File: config.mk
export PLATFORM = sky130hd
export DESIGN_NAME = grfda_ctrl
export DESIGN_NICKNAME = d
export VERILOG_FILES = /design/src/hdl/grfda_pkg.sv /design/src/hdl/grfda_ctrl.sv
export SDC_FILE = /design/constraint.sdc
export NUM_CORES = 1
export LEC_CHECK = 0
export ABC_AREA = 0
export ABC_CLOCK_PERIOD_IN_PS = 1700
export BUFFER_PORTS_ARGS = -buffer_cell sky130_fd_sc_hd__buf_2
export CAP_MARGIN = 20
export CELL_PAD_IN_SITES_DETAIL_PLACEMENT = 1
export CELL_PAD_IN_SITES_GLOBAL_PLACEMENT = 1
export CORE_AREA = 2 2 39 41
export CTS_CLUSTER_DIAMETER = 200
export DETAILED_ROUTE_END_ITERATION = 8
export DIE_AREA = 0 0 41 43
export PLACE_DENSITY = 0.66
export SYNTH_ARGS = -nofsm -noshare
export SYNTH_HDL_FRONTEND = slang
export SYNTH_SLANG_ARGS = --single-unit
File: constraint.sdc
create_clock -name clk -period 1.7 [get_ports clk]
set_input_delay 0.085 -clock clk [delete_from_list [all_inputs] [get_ports clk]]
set_output_delay 0.085 -clock clk [all_outputs]
set_load 0.01 [all_outputs]
File: src/hdl/grfda_pkg.sv
// Shared types and constants of the gyro rate block.
package grfda_pkg;

	localparam int TIME_W  = 48;
	localparam int COUNT_W = 32;
	localparam int DIRECT_W = 24;
	localparam int BIAS_W  = 32;
	localparam int RATE_W  = 36;
	localparam int NUM_W   = 52;
	localparam int QUO_W   = 28;
	localparam int LIM_W   = 40;
	localparam int DIV_STEPS = QUO_W;
	localparam int CFG_IDX_W = 2;
	localparam int IN_DATA_W  = 216;
	localparam int OUT_DATA_W = 160;

	localparam logic [COUNT_W-1:0] STEP_LIMIT     = 32'h7fff_ffff;
	localparam logic [7:0]         MAX_RATE_RAD   = 8'd157;
	localparam logic [19:0]        URAD_PER_RAD   = 20'd1000000;
	localparam logic [9:0]         MILLI_TO_MICRO = 10'd1000;

	localparam logic [CFG_IDX_W-1:0] REG_BIAS_X = 2'd0;
	localparam logic [CFG_IDX_W-1:0] REG_BIAS_Y = 2'd1;
	localparam logic [CFG_IDX_W-1:0] REG_BIAS_Z = 2'd2;

	typedef struct packed {
		logic load;
		logic diff;
		logic mul;
		logic chk;
		logic step;
		logic fin;
	} cmd_t;

	typedef struct packed {
		logic out_busy;
	} status_t;

endpackage

File: src/hdl/grfda_ctrl.sv
// Controller: sequences one item through the datapath.
module grfda_ctrl (
	input  logic               clk,
	input  logic               arst_n,
	input  logic               s_tvalid,
	output logic               s_tready,
	input  grfda_pkg::status_t status,
	output grfda_pkg::cmd_t    cmd
);

	localparam int CNT_W = $clog2(grfda_pkg::DIV_STEPS);

	typedef enum logic [2:0] {
		S_IDLE,
		S_DIFF,
		S_MUL,
		S_CHK,
		S_DIV,
		S_FIN
	} state_t;

	state_t           state_q;
	logic [CNT_W-1:0] cnt_q;

	always_ff @(posedge clk or negedge arst_n) begin
		if (!arst_n) begin
			state_q <= S_IDLE;
			cnt_q   <= '0;
		end else begin
			case (state_q)
				S_IDLE: if (s_tvalid) state_q <= S_DIFF;
				S_DIFF: state_q <= S_MUL;
				S_MUL:  state_q <= S_CHK;
				S_CHK: begin
					cnt_q   <= '0;
					state_q <= S_DIV;
				end
				S_DIV: begin
					cnt_q <= cnt_q + 1'b1;
					if (cnt_q == CNT_W'(grfda_pkg::DIV_STEPS - 1))
						state_q <= S_FIN;
				end
				S_FIN: if (!status.out_busy) state_q <= S_IDLE;
				default: state_q <= S_IDLE;
			endcase
		end
	end

	assign s_tready = (state_q == S_IDLE);
	assign cmd.load = s_tready && s_tvalid;
	assign cmd.diff = (state_q == S_DIFF);
	assign cmd.mul  = (state_q == S_MUL);
	assign cmd.chk  = (state_q == S_CHK);
	assign cmd.step = (state_q == S_DIV);
	assign cmd.fin  = (state_q == S_FIN) && !status.out_busy;

endmodule

==> key figures <==
Outcome
  – Result of the run: finished, final reports clean

Setup path
  – Critical Path Start Type: register
  – Largest fanout on the critical path: 8
  – Flop2flop setup slack: 0.21 ns
  – R2R cell count: 3
  – WP data required: 1.62 ns
  – Worst r2r src: state_q[2]
  – CP startpoint: state_q[2]
  – Setup crit end: cmd[1]
  – Crit. End Element: primary output
  – Arr. time, crit path: 1.46 ns
  – Reg-to-reg endpoint: cnt_q[2]
  – Type of the worst setup path: reg2out

Power and ir drop
  – Internal: 506 uW
  – Sequential fraction of design power: 0.388
  – Combinational cell fraction of total power: 0.434
  – Static Leakage: 0.000271 uW
  – Pwr dens: 1530 mW/mm2
  – Psw: 317 uW
  – Peak supply drop: 0.647 mV
  – Switching Fraction: 0.385
  – Clk pwr share: 0.178

Clock network
  – Max Buffers Root-to-Sink: 2
  – CTS Sinks: 8
  – TritonCTS Buffers: 3
  – Reg clk slew, reported paths: 0.05 ns
  – Worst skew pair latency: 0.25 ns
  – CTS tree: built
  – CTS root buffer: clkbuf_4
  – H-tree depth: 1

Finish
  – Number of fill cells in the layout: 168
  – Cell area after layout: 539 um2
  – Share of layout cells above drive strength 1: 0.321
  – Ant. Diodes: 0
  – Layout area overhead: 22.4%
  – Nets@finish: 63

Synth
  – Post-synthesis cell area: 440 um2
  – Syn Inst Count: 42
  – Post-synth top area share: 0.455
  – Main area contributors after synthesis: dfrtp_1 45%, o21ai_0 5.7%, mux2i_4 5.1%
  – Ys flop type: dfrtp_1
  – Adder-cell share of the synthesized area: 0.0284
  – Synthesized Nets: 47
  – Largest family of logic cells by synthesized area: simple AND/OR/NAND/NOR gates
  – Post-synthesis mux area share: 0.108
  – Synth Area in XOR/XNOR: 0.0199
  – Post-synthesis simple-gate area fraction: 0.244
  – Syn avg cell area: 10.5 um2
  – Cell variety after synth: 23
  – Synth Area in Compound Gates: 0.0938
  – Top cells by count, synth: 8 x dfrtp_1, 5 x o21ai_0, 3 x nand3_1
  – Most common cell in the netlist: dfrtp_1
  – Ys async rst share: 1.00
  – Sequential share of the synthesized area: 0.455
  – Synth area leader: dfrtp_1
  – EDFF count, synth: 0
  – Register bit total from synthesis: 8
  – Yosys warning total: 0

Floorplanning
  – Core region area: 0.00138 mm2
  – Rows: 14
  – Ports: 11
  – Die X: 41 um
  – Die area: 0.00176 mm2
  – Initial Util: 0.318
  – Die H: 43 um

Global route
  – Initial antenna violation count: 0
  – Total GRT Usage: 0.139
  – Grt total ovfl: 0
  – Number of global-route vias before repair: 402
  – Global-route wire length before repair: 1610 um
  – Largest net degree at the start of global routing: 9

Min path
  – Hold Crit Class: in2reg
  – Worst Hold Launch: s_tvalid

Place
  – PortBufs: 10
  – Cell Area, Placed: 507 um2
  – Gp weighted congestion: 0.654
  – Detailed-placement wirelength estimate: 724 um

Timing
  – Max_slew headroom: 0.846
  – Fin crit share: 0.909
  – FMAX: 647 MHz
  – Final setup fails: 0
  – Minimum clock period: 1.54 ns
  – Final Max Tran Viols: 0
  – Slew @ Worst Pin: 0.227 ns
  – Clock Skews: 0.00236 ns
  – Setup TNS: 0 ns
  – Unrepaired setup endpoints after global routing: no
  – Fin. Hold Viols: 0

Routing
  – Wire per inst: 12.6 um
  – ANT nets after route: 0
  – DRT iter0 DRCs: 5
  – Drc violations: 0
  – Pre-Repair DR Iteration Count: 4
  – Via density per instance: 5.08
  – WL final: 904 um
  – Via count: 366

Flow run
  – Max cap viols: 0
logic make-up (layout without fill, tap and decap cells):
| group | after synthesis | after routing |
|---|---|---|
| AND/OR/NAND/NOR | 18 | 18 |
| flip-flops | 8 | 8 |
| multiplexers | 3 | 3 |
| buffers and inverters | 4 | 18 |
| XOR/XNOR | 1 | 1 |
| AO/OA/AOI/OAI | 7 | 7 |
| adder cells (fa/ha/maj) | 1 | 1 |
worst max-delay path: stages, from the launching register on:
cell and delay (ns):
dfrtp_1 0.45, or3b_1 0.50, inv_2 0.13, buf_2 0.13
layer usage:
layer / vias up / part of all wire / track usage
met3: 0 / 0.061 / 0.0471
li1: 180 / - / -
met2: 11 / 0.47 / 0.197
met4: 0 / 0 / 0.0800
met1: 175 / 0.47 / 0.176
met5: - / 0 / 0
final cells by class:
cell class,count,area (um2),share of cell area
clock buffer,3,22.5,0.0418
tap,16,20.0,0.0371
inverter,3,11.3,0.0209
sequential,8,200,0.371
multi-input combinational,30,218,0.404
timing repair buffer,12,67.6,0.125
how the worst min path moves through the flow:
| stage | end | cells past startpoint | slack [ns] |
|---|---|---|---|
| final | state_q[0] | 3 | 0.11 |
| after CTS | state_q[0] | 3 | 0.11 |
| after floorplan | cnt_q[0] | 0 | -0.21 |
| after global routing | state_q[0] | 3 | 0.15 |
| after global placement | cnt_q[4] | 1 | -0.06 |
| after detailed placement | cnt_q[3] | 1 | -0.06 |
placed cells by master, fill, tap and decap left out, types with 2 or more instances in the layout:
cell type,synthesis,layout
nand2_1,2,2
nand3_1,3,3
nand4b_1,2,2
o21ai_0,5,5
inv_1,2,2
clkbuf_4,0,3
buf_2,0,10
nor2_1,2,2
dfrtp_1,8,8
and2_1,2,2
nor3_1,2,2
what timing repair did:
item	4_1_cts	5_1_grt
hold buffers	1	0
hold endpoints to repair	8	0
resized for setup	0	0
buffers inserted	0	0
sequential cells by signal (all words and copies together) (netlist names):
| register | count |
|---|---|
| cnt_q | 5 |
| state_q | 3 |
stage by stage:
| stage | power [uW] | utilization | hold slack [ns] | instances | setup slack, ns |
|---|---|---|---|---|---|
| finish | 823 | 0.390 | 0.111 | 72 | 0.155 |
| global placement | 680 | 0.366 | -0.0609 | 68 | 0.255 |
| global route | 900 | 0.390 | 0.150 | 72 | 0.0647 |
| CTS | 839 | 0.390 | 0.113 | 72 | 0.150 |
| floorplan | 562 | - | -0.211 | 42 | 0.262 |
| detailed placement | 686 | 0.366 | -0.0590 | 68 | 0.216 |
power groups by stage:
stage | Sequential, uW | Clock, uW | Combinational (uW)
after detailed placement | 322 | 0 | 363
final | 319 | 147 | 357
after CTS | 320 | 153 | 366
after floorplan | 315 | 0 | 247
after global placement | 319 | 0 | 361
after global routing | 329 | 165 | 406
No activity file was read; power rests on OpenSTA's default activity.
